File: src/rtl/gst_pkg.sv
// ----------------------------------------------------------------------------
// gst_pkg: shared definitions for the generational slot table
// Field widths, request and status codes, sequencer and pending-slot types.
// ----------------------------------------------------------------------------
package gst_pkg;

  // Default table depth and the slot count loaded at reset
  localparam int DEF_MAX_SLOTS = 64;
  localparam int RESET_SLOTS   = 64;

  // Item field widths
  localparam int MODE_W     = 2;
  localparam int OBJ_W      = 32;
  localparam int SLOT_IDX_W = 6;
  localparam int ID_W       = 32;
  localparam int STATUS_W   = 2;
  localparam int CFG_W      = 7;

  // Packed stream widths (fields padded to whole bytes)
  localparam int IN_DATA_W  = 72;
  localparam int OUT_DATA_W = 72;

  // Request codes
  localparam logic [MODE_W-1:0] MODE_REG    = 2'd0;
  localparam logic [MODE_W-1:0] MODE_UNREG  = 2'd1;
  localparam logic [MODE_W-1:0] MODE_LOOKUP = 2'd2;

  // Result status codes
  localparam logic [STATUS_W-1:0] STAT_OK       = 2'd0;
  localparam logic [STATUS_W-1:0] STAT_FULL     = 2'd1;
  localparam logic [STATUS_W-1:0] STAT_NOTFOUND = 2'd2;

  // Sequencer states
  typedef enum logic [3:0] {
    ST_IDLE   = 4'b0001,
    ST_SEARCH = 4'b0010,
    ST_CHECK  = 4'b0100,
    ST_DONE   = 4'b1000
  } state_t;

  // Free-slot hint: not known, table known full, or a known free slot
  typedef enum logic [1:0] {
    PEND_UNKNOWN = 2'd0,
    PEND_FULL    = 2'd1,
    PEND_SLOT    = 2'd2
  } pend_t;

endpackage

File: src/rtl/gst_slot_ram.sv
// ----------------------------------------------------------------------------
// gst_slot_ram: per-slot object and id storage
// One write port, one read port with registered read data.
// ----------------------------------------------------------------------------
module gst_slot_ram #(
  parameter int DEPTH  = 64,
  parameter int WIDTH  = 64,
  parameter int ADDR_W = 6
) (
  input  logic              clk,
  input  logic              wr_en,
  input  logic [ADDR_W-1:0] wr_addr,
  input  logic [WIDTH-1:0]  wr_data,
  input  logic              rd_en,
  input  logic [ADDR_W-1:0] rd_addr,
  output logic [WIDTH-1:0]  rd_data
);

  logic [WIDTH-1:0] mem [DEPTH];

  // Write port
  always_ff @(posedge clk) begin
    if (wr_en) begin
      mem[wr_addr] <= wr_data;
    end
  end

  // Registered read port
  always_ff @(posedge clk) begin
    if (rd_en) begin
      rd_data <= mem[rd_addr];
    end
  end

endmodule

File: src/rtl/generational_slot_table.sv
// Steps: register with a known free slot grants it, then loads m_tvalid; a
//   register that searches scans first (one occupancy probe per cycle).
// Unregister, lookup: RAM read, compare, output load; full/bad mode: output load.
// Throughput: one item at a time; s_tready returns once the result is in the
//   output register, which waits for m_tready. Worst case is set by the free-slot scan.
// Reset (rst, synchronous) and every cfg_wen write clear the table at once.
// ----------------------------------------------------------------------------
// generational_slot_table: slot table handing out (slot, running id) handles
// Register takes a remembered free slot or searches one from the last one given;
// unregister and lookup check slot range, occupancy and stored id (unregister also the object).
// ----------------------------------------------------------------------------
module generational_slot_table
  import gst_pkg::*;
#(
  parameter int MAX_SLOTS = DEF_MAX_SLOTS
) (
  input  logic                  clk,
  input  logic                  rst,
  // configuration: slots_in_use
  input  logic                  cfg_wen,
  input  logic [CFG_W-1:0]      cfg_wdata,
  // request stream
  input  logic                  s_tvalid,
  output logic                  s_tready,
  input  logic [IN_DATA_W-1:0]  s_tdata,   // object_handle[31:0], slot_index[37:32],
                                           // entry_id[69:38], zero pad[71:70]
  input  logic [MODE_W-1:0]     s_tuser,   // mode[1:0]
  // result stream
  output logic                  m_tvalid,
  input  logic                  m_tready,
  output logic [OUT_DATA_W-1:0] m_tdata,   // given_slot[5:0], given_id[37:6],
                                           // found_object[69:38], zero pad[71:70]
  output logic [STATUS_W-1:0]   m_tuser    // status[1:0]
);

  localparam int SLOT_W = (MAX_SLOTS > 1) ? $clog2(MAX_SLOTS) : 1;
  localparam int CNT_W  = ($clog2(MAX_SLOTS + 1) > CFG_W) ? $clog2(MAX_SLOTS + 1) : CFG_W;
  localparam int AX_W   = (SLOT_W > SLOT_IDX_W) ? SLOT_W : SLOT_IDX_W;
  localparam int RAM_W  = OBJ_W + ID_W;
  localparam logic [CNT_W-1:0] N_MAX   = CNT_W'(MAX_SLOTS);
  localparam logic [CNT_W-1:0] N_RESET = (MAX_SLOTS < RESET_SLOTS) ? N_MAX
                                                                   : CNT_W'(RESET_SLOTS);

  // Input fields
  logic [MODE_W-1:0]     in_mode;
  logic [OBJ_W-1:0]      in_obj;
  logic [SLOT_IDX_W-1:0] in_slot;
  logic [ID_W-1:0]       in_id;

  assign in_mode = s_tuser;
  assign in_obj  = s_tdata[OBJ_W-1:0];
  assign in_slot = s_tdata[OBJ_W+SLOT_IDX_W-1:OBJ_W];
  assign in_id   = s_tdata[OBJ_W+SLOT_IDX_W+ID_W-1:OBJ_W+SLOT_IDX_W];

  // State
  state_t                state, state_next;
  logic [CNT_W-1:0]      slots_in_use;
  logic [MAX_SLOTS-1:0]  occupied;
  pend_t                 pend, pend_next;
  logic [SLOT_W-1:0]     pend_slot, pend_slot_next;
  logic [SLOT_W-1:0]     last_slot, last_slot_next;
  logic [ID_W-1:0]       id_counter, id_counter_next;

  // Scan pointer and step count
  logic [SLOT_W-1:0]     scan_ptr, scan_ptr_next;
  logic [CNT_W-1:0]      scan_cnt, scan_cnt_next;

  // Latched request
  logic [MODE_W-1:0]     req_mode, req_mode_next;
  logic [OBJ_W-1:0]      req_obj, req_obj_next;
  logic [SLOT_IDX_W-1:0] req_slot, req_slot_next;
  logic [ID_W-1:0]       req_id, req_id_next;

  // Pending result
  logic [STATUS_W-1:0]   res_status, res_status_next;
  logic [SLOT_IDX_W-1:0] res_slot, res_slot_next;
  logic [ID_W-1:0]       res_id, res_id_next;
  logic [OBJ_W-1:0]      res_obj, res_obj_next;

  // Sequencer actions
  logic                  alloc_en;
  logic [SLOT_W-1:0]     alloc_slot;
  logic                  free_en;
  logic                  rd_en;
  logic                  out_free;

  // Address views of the slot fields
  logic [AX_W-1:0]       in_slot_ax, req_slot_ax, alloc_slot_ax;
  logic [SLOT_W-1:0]     in_addr, req_addr;
  logic                  req_in_range;
  logic                  req_hit;
  logic [RAM_W-1:0]      rd_data;
  logic [OBJ_W-1:0]      rd_obj;
  logic [ID_W-1:0]       rd_id;
  logic [CNT_W-1:0]      cfg_ext, cfg_clamped;

  assign in_slot_ax    = AX_W'(in_slot);
  assign req_slot_ax   = AX_W'(req_slot);
  assign alloc_slot_ax = AX_W'(alloc_slot);
  assign in_addr       = in_slot_ax[SLOT_W-1:0];
  assign req_addr      = req_slot_ax[SLOT_W-1:0];
  assign req_in_range  = CNT_W'(req_slot) < slots_in_use;
  assign rd_obj        = rd_data[OBJ_W-1:0];
  assign rd_id         = rd_data[RAM_W-1:OBJ_W];
  assign req_hit       = req_in_range && occupied[req_addr] && (rd_id == req_id);

  assign s_tready = (state == ST_IDLE);
  assign out_free = !m_tvalid || m_tready;

  // Clamp the written slot count to 1..MAX_SLOTS
  assign cfg_ext = CNT_W'(cfg_wdata);
  always_comb begin
    cfg_clamped = cfg_ext;
    if (cfg_ext == '0) begin
      cfg_clamped = CNT_W'(1);
    end else if (cfg_ext > N_MAX) begin
      cfg_clamped = N_MAX;
    end
  end

  // Object/id storage
  gst_slot_ram #(
    .DEPTH  (MAX_SLOTS),
    .WIDTH  (RAM_W),
    .ADDR_W (SLOT_W)
  ) u_ram (
    .clk     (clk),
    .wr_en   (alloc_en),
    .wr_addr (alloc_slot),
    .wr_data ({id_counter, req_obj_next}),
    .rd_en   (rd_en),
    .rd_addr (in_addr),
    .rd_data (rd_data)
  );

  // Sequencer
  always_comb begin
    state_next      = state;
    pend_next       = pend;
    pend_slot_next  = pend_slot;
    last_slot_next  = last_slot;
    id_counter_next = id_counter;
    scan_ptr_next   = scan_ptr;
    scan_cnt_next   = scan_cnt;
    req_mode_next   = req_mode;
    req_obj_next    = req_obj;
    req_slot_next   = req_slot;
    req_id_next     = req_id;
    res_status_next = res_status;
    res_slot_next   = res_slot;
    res_id_next     = res_id;
    res_obj_next    = res_obj;
    alloc_en        = 1'b0;
    alloc_slot      = '0;
    free_en         = 1'b0;
    rd_en           = 1'b0;

    unique case (state)
      ST_IDLE: begin
        if (s_tvalid) begin
          req_mode_next = in_mode;
          req_obj_next  = in_obj;
          req_slot_next = in_slot;
          req_id_next   = in_id;
          if (in_mode == MODE_REG) begin
            priority case (pend)
              PEND_UNKNOWN: begin
                scan_ptr_next = last_slot;
                scan_cnt_next = '0;
                state_next    = ST_SEARCH;
              end
              PEND_SLOT: begin
                alloc_en   = 1'b1;
                alloc_slot = pend_slot;
              end
              default: begin
                // table known full
                res_status_next = STAT_FULL;
                res_slot_next   = '0;
                res_id_next     = '0;
                res_obj_next    = '0;
                state_next      = ST_DONE;
              end
            endcase
          end else if (in_mode == MODE_UNREG || in_mode == MODE_LOOKUP) begin
            rd_en      = 1'b1;
            state_next = ST_CHECK;
          end else begin
            // unused mode: echo, not found
            res_status_next = STAT_NOTFOUND;
            res_slot_next   = in_slot;
            res_id_next     = in_id;
            res_obj_next    = '0;
            state_next      = ST_DONE;
          end
        end
      end
      ST_SEARCH: begin
        // one occupancy probe per cycle, wrapping at slots_in_use
        if (!occupied[scan_ptr]) begin
          alloc_en   = 1'b1;
          alloc_slot = scan_ptr;
        end else if (scan_cnt == slots_in_use - CNT_W'(1)) begin
          pend_next       = PEND_FULL;
          res_status_next = STAT_FULL;
          res_slot_next   = '0;
          res_id_next     = '0;
          res_obj_next    = '0;
          state_next      = ST_DONE;
        end else begin
          scan_cnt_next = scan_cnt + CNT_W'(1);
          if (CNT_W'(scan_ptr) + CNT_W'(1) == slots_in_use) begin
            scan_ptr_next = '0;
          end else begin
            scan_ptr_next = scan_ptr + SLOT_W'(1);
          end
        end
      end
      ST_CHECK: begin
        res_slot_next   = req_slot;
        res_id_next     = req_id;
        res_obj_next    = '0;
        res_status_next = STAT_NOTFOUND;
        if (req_mode == MODE_UNREG) begin
          if (req_hit && (rd_obj == req_obj)) begin
            free_en         = 1'b1;
            res_status_next = STAT_OK;
            if (pend == PEND_FULL) begin
              pend_next      = PEND_SLOT;
              pend_slot_next = req_addr;
            end
          end
        end else if (req_hit) begin
          res_status_next = STAT_OK;
          res_obj_next    = rd_obj;
        end
        state_next = ST_DONE;
      end
      ST_DONE: begin
        if (out_free) begin
          state_next = ST_IDLE;
        end
      end
      default: begin
        state_next = ST_IDLE;
      end
    endcase

    // Slot grant
    if (alloc_en) begin
      last_slot_next  = alloc_slot;
      id_counter_next = id_counter + ID_W'(1);
      pend_next       = PEND_UNKNOWN;
      res_status_next = STAT_OK;
      res_slot_next   = alloc_slot_ax[SLOT_IDX_W-1:0];
      res_id_next     = id_counter;
      res_obj_next    = '0;
      state_next      = ST_DONE;
    end
  end

  // Control registers; a config write reinitializes the table
  always_ff @(posedge clk) begin
    if (rst) begin
      state        <= ST_IDLE;
      slots_in_use <= N_RESET;
      occupied     <= '0;
      pend         <= PEND_UNKNOWN;
      last_slot    <= '0;
      id_counter   <= '0;
    end else begin
      state      <= state_next;
      pend       <= pend_next;
      last_slot  <= last_slot_next;
      id_counter <= id_counter_next;
      if (alloc_en) begin
        occupied[alloc_slot] <= 1'b1;
      end else if (free_en) begin
        occupied[req_addr] <= 1'b0;
      end
      if (cfg_wen) begin
        slots_in_use <= cfg_clamped;
        occupied     <= '0;
        pend         <= PEND_UNKNOWN;
        last_slot    <= '0;
        id_counter   <= '0;
      end
    end
  end

  // Datapath registers
  always_ff @(posedge clk) begin
    pend_slot  <= pend_slot_next;
    scan_ptr   <= scan_ptr_next;
    scan_cnt   <= scan_cnt_next;
    req_mode   <= req_mode_next;
    req_obj    <= req_obj_next;
    req_slot   <= req_slot_next;
    req_id     <= req_id_next;
    res_status <= res_status_next;
    res_slot   <= res_slot_next;
    res_id     <= res_id_next;
    res_obj    <= res_obj_next;
  end

  // Output register
  always_ff @(posedge clk) begin
    if (rst) begin
      m_tvalid <= 1'b0;
    end else if (state == ST_DONE && out_free) begin
      m_tvalid <= 1'b1;
    end else if (m_tready) begin
      m_tvalid <= 1'b0;
    end
  end

  always_ff @(posedge clk) begin
    if (state == ST_DONE && out_free) begin
      m_tdata <= OUT_DATA_W'({res_obj, res_id, res_slot});
      m_tuser <= res_status;
    end
  end

`ifndef SYNTHESIS
  // A granted slot is marked occupied
  assert property (@(posedge clk) disable iff (rst)
    (alloc_en && !cfg_wen) |=> occupied[$past(alloc_slot)])
    else $error("granted slot not marked occupied");

  // Each grant advances the running id by one
  assert property (@(posedge clk) disable iff (rst)
    (alloc_en && !cfg_wen) |=> (id_counter == $past(id_counter) + ID_W'(1)))
    else $error("running id did not advance on grant");

  // A remembered free slot really is free
  assert property (@(posedge clk) disable iff (rst)
    (pend == PEND_SLOT) |-> !occupied[pend_slot])
    else $error("remembered free slot is occupied");

  // The scan never takes more steps than slots in use
  assert property (@(posedge clk) disable iff (rst)
    (state == ST_SEARCH) |-> (scan_cnt < slots_in_use))
    else $error("free-slot scan overran");

  // A compare step always produces a result
  assert property (@(posedge clk) disable iff (rst)
    (state == ST_CHECK) |=> (state == ST_DONE))
    else $error("compare step did not produce a result");
`endif

endmodule
File: config.mk
export PLATFORM = sky130hd
export DESIGN_NAME = generational_slot_table
export DESIGN_NICKNAME = d
export VERILOG_FILES = /design/src/rtl/gst_pkg.sv /design/src/rtl/gst_slot_ram.sv /design/src/rtl/generational_slot_table.sv
export SDC_FILE = /design/constraint.sdc
export NUM_CORES = 2
export LEC_CHECK = 0
export BUFFER_PORTS_ARGS = -buffer_cell sky130_fd_sc_hd__buf_2
export CAP_MARGIN = 40
export CORE_MARGIN = 1
export CORE_UTILIZATION = 55
export CTS_CLUSTER_SIZE = 28
export DETAILED_ROUTE_END_ITERATION = 16
export PLACE_DENSITY = 0.71
export RECOVER_POWER = 25
export SYNTH_ARGS = -nofsm -noshare
export SYNTH_HDL_FRONTEND = slang
export SYNTH_SLANG_ARGS = --single-unit
File: constraint.sdc
create_clock -name clk -period 10.8 [get_ports clk]
set_input_delay 1.08 -clock clk [delete_from_list [all_inputs] [get_ports clk]]
set_output_delay 1.08 -clock clk [all_outputs]
set_load 0.02 [all_outputs]
==> results.md <==
* Commonest cells in the netlist: edfxtp_1, mux4_2, clkbuf_1, dfxtp_1, nand2_1
* CTS Sinks at 4511
* Critical path data arrival time at 8.38 ns
* Total gr overflow at 0
* Initial antenna violation count at 16
* Buf/Inv on CP at 2
* Max stage delay on crit path at roughly 4.9 ns
* CP max-delay cell: clkbuf_1
* Crit path cell chain: clkbuf_1 > buf_4 > mux4_2 > mux4_2
* Ys Warns at 0
* Vias in the first global route at 83879
* Longest Clk Path Bufs at 4
* Initial core utilization at 55.3%
* Area leader, netlist: edfxtp_1
* Clock transition at path regs at 0.07 ns
* Antenna viol nets, final at 0
* Most common cell in the synthesized netlist: edfxtp_1
* VDD IR max at 0.000199 V
* Seq/Total Area, Yosys at 77.6%
* Post-synth EDFFs at 4329
* Hold Vio Cnt, Final at 0
* Mapped Avg Cell Area at 23.6 µm²
* Number of fill cells at 20195
* Most used cell, CP: mux4_2
* Fin crit period at 7.70 ns
* First-pass GRT wire length at 639000 µm
* Max-slew headroom at -375%
* Setup bufs post-CTS at 0
* Worst Path Required at 11.49 ns
* Pwr Density at 194 nW/µm²
* Synth unique cells at 78
* Violated checks: max-capacitance violations, max-slew violations
* CP Capture Type: register
* Post_cts resized at 0
* Dpl cells at 11515
* Via count at 84351
* TritonCTS buffer count at 443
* Max Cap Violations at 40
* Total wire length at 456000 µm
* Iter 0 DRT Violations at 13049
* Chip Height at 562 µm
* Share of layout cells above drive strength 1 at 30.6%
* Skew-Pair Late Insertion Delay at 1.02 ns
* Worst hold path type: primary input to register
* Status: complete, but fails checks
* Cts hold-fix bufs at 0
* Leakage power at 56.4 nW
* Buffers added on ports at 157
* Final core area utilization at 62.8%
* Root Buffer: clkbuf_16
* CTS tree: built
* Top-area cell type share of the netlist area at 75.5%
* Crit Path Max Fanout at 77
* Via density at 6.83
* Slew Viols, Final at 2492
* Synth area leaders: edfxtp_1, mux4_2, dfxtp_1, clkbuf_1, nand2_1
* Cell Area, Synth at between 150000 and 200000 µm²
* Tcrit/Tclk final at a little under three quarters
* Drt first pass iters at 8
* DRC Markers at 0
* Clock skew at 0.0858 ns
* Final non-filler cell total at 12347
* Final setup vio count at 0
* Fmax at 130 MHz
* Critical path launch point type: primary input
* Synth Flop Type: edfxtp_1
* Measured slew at the worst slew-check pin at 7.13 ns
* Rows at roughly 210
* Crit-path leading delay family: buffers and inverters
* Min Hold Slack at 0.282 ns
* Largest net degree at the start of global routing at 144
* Flops & latches, synth at roughly 4500
* DR WL/cell at 36.9 µm
* Nets at 7917
* Post-detail-place hpwl at 248000 µm
* Die Wd at 562 µm
* Crit Path Category: primary input to register
* CTS H-tree depth at 5
* Total GRT Usage at 29.0%
* Area grow syn2layout at 13.5%
* Mapped Cells at 7293
* Core Box Area at 312000 µm²
* Final Wtd Congestion at around 0.91
* Die ar. at 315000 µm²
* RSZ-0062 raised after global routing: false
* I/O pins at 162
* Setup TNS at 0 ns
* Async SR Flop Fraction at 0%
==> power breakdown <==
part           switching, W  leakage, nW  internal, W
Clock               0.00668         7.29      0.00916
Combinational       0.00149         12.3     0.000618
Sequential        0.0000989         36.9       0.0199
Total               0.00827         56.4       0.0297
==> cells by family (layout without fill, tap and decap cells) <==
| logic type | count (synthesis) | in the layout | synth area share (%) |
|---|---|---|---|
| mux | 1388 | 1388 | 17.9 |
| compound gates | 362 | 362 | 1.53 |
| simple gates | 456 | 456 | 1.27 |
| fa+ha+maj | 10 | 10 | 0.0726 |
| buf+inv | 457 | 1364 | 1.08 |
| other cells | 1 | 8 | 0.00218 |
| flops | 4511 | 4511 | 77.6 |
| xor+xnor | 108 | 108 | 0.549 |
==> path summary, 6_finish.rpt <==
check	start	endpoint	slack (ns)	cells past startpoint
min	s_tdata[59]	req_id[21]	0.28	1
max reg2reg	scan_ptr[0]	u_ram.mem[17][61]	4.65	10
max	s_tdata[34]	u_ram.rd_data[12]	3.10	4
min reg2reg	res_id[10]	m_tdata[16]	0.39	0
==> sequential cells by signal, summed over array words and instances (netlist names), 7 cells and up <==
register and count:
u_ram.rd_data 64, occupied 64, scan_cnt 7, req_id 32
u_ram.mem 4096, m_tdata 70, res_id 32, id_counter 32
req_obj 32, slots_in_use 7, res_obj 32
==> metrics by stage <==
stage,total power [W],setup slack (ns),area (µm²)
2_1_floorplan,0.0217,4.90,172000
3_3_place_gp,0.0224,4.52,179000
3_5_place_dp,0.0225,4.79,181000
4_1_cts,0.0381,4.73,196000
5_1_grt,0.0389,3.16,196000
6_report,0.0380,3.10,196000
==> cell type report <==
| class | instances | area [µm²] | area share (%) |
|---|---|---|---|
| antenna | 6 | 15.0 | 0.00768 |
| clock buffer | 548 | 11600 | 5.95 |
| clock inverter | 277 | 3370 | 1.72 |
| inverter | 68 | 318 | 0.163 |
| multi-input combinational | 2326 | 37200 | 19.0 |
| sequential | 4511 | 134000 | 68.3 |
| tap | 4140 | 5180 | 2.65 |
| timing repair buffer | 471 | 4200 | 2.15 |
==> layer usage <==
layer  share of wire [%]  vias up  track usage (%)
met2                  48     5807             45.7
met3                  11      881             6.35
met1                  37    45259             40.9
met4                 3.7        6             9.62
li1                    -    32398                -
met5              0.0090        -                0
==> placed cells by master, fill, tap and decap left out, types with 53 or more instances in the layout <==
master and count:
edfxtp_1 4329, mux4_2 1355, clkbuf_16 444, buf_4 192
dfxtp_1 176, clkbuf_1 163, nand2_1 158, buf_2 119
clkinv_1 85, clkinv_2 83, o21ai_0 66, nor2_1 61
bufinv_16 61, xor2_1 59, nor2_4 55, buf_12 55
inv_1 54, o211ai_1 53
==> worst reg2reg max path, delay by kind of cell, from the launching register on <==
| kind | cells | cell delay [ns] |
|---|---|---|
| buffers and inverters | 3 | 1.88 |
| AND/OR/NAND/NOR | 3 | 1.67 |
| multiplexers | 2 | 0.86 |
| flip-flops | 1 | 0.70 |
| AO/OA/AOI/OAI | 2 | 0.63 |
No activity file was read; power rests on OpenSTA's default activity.
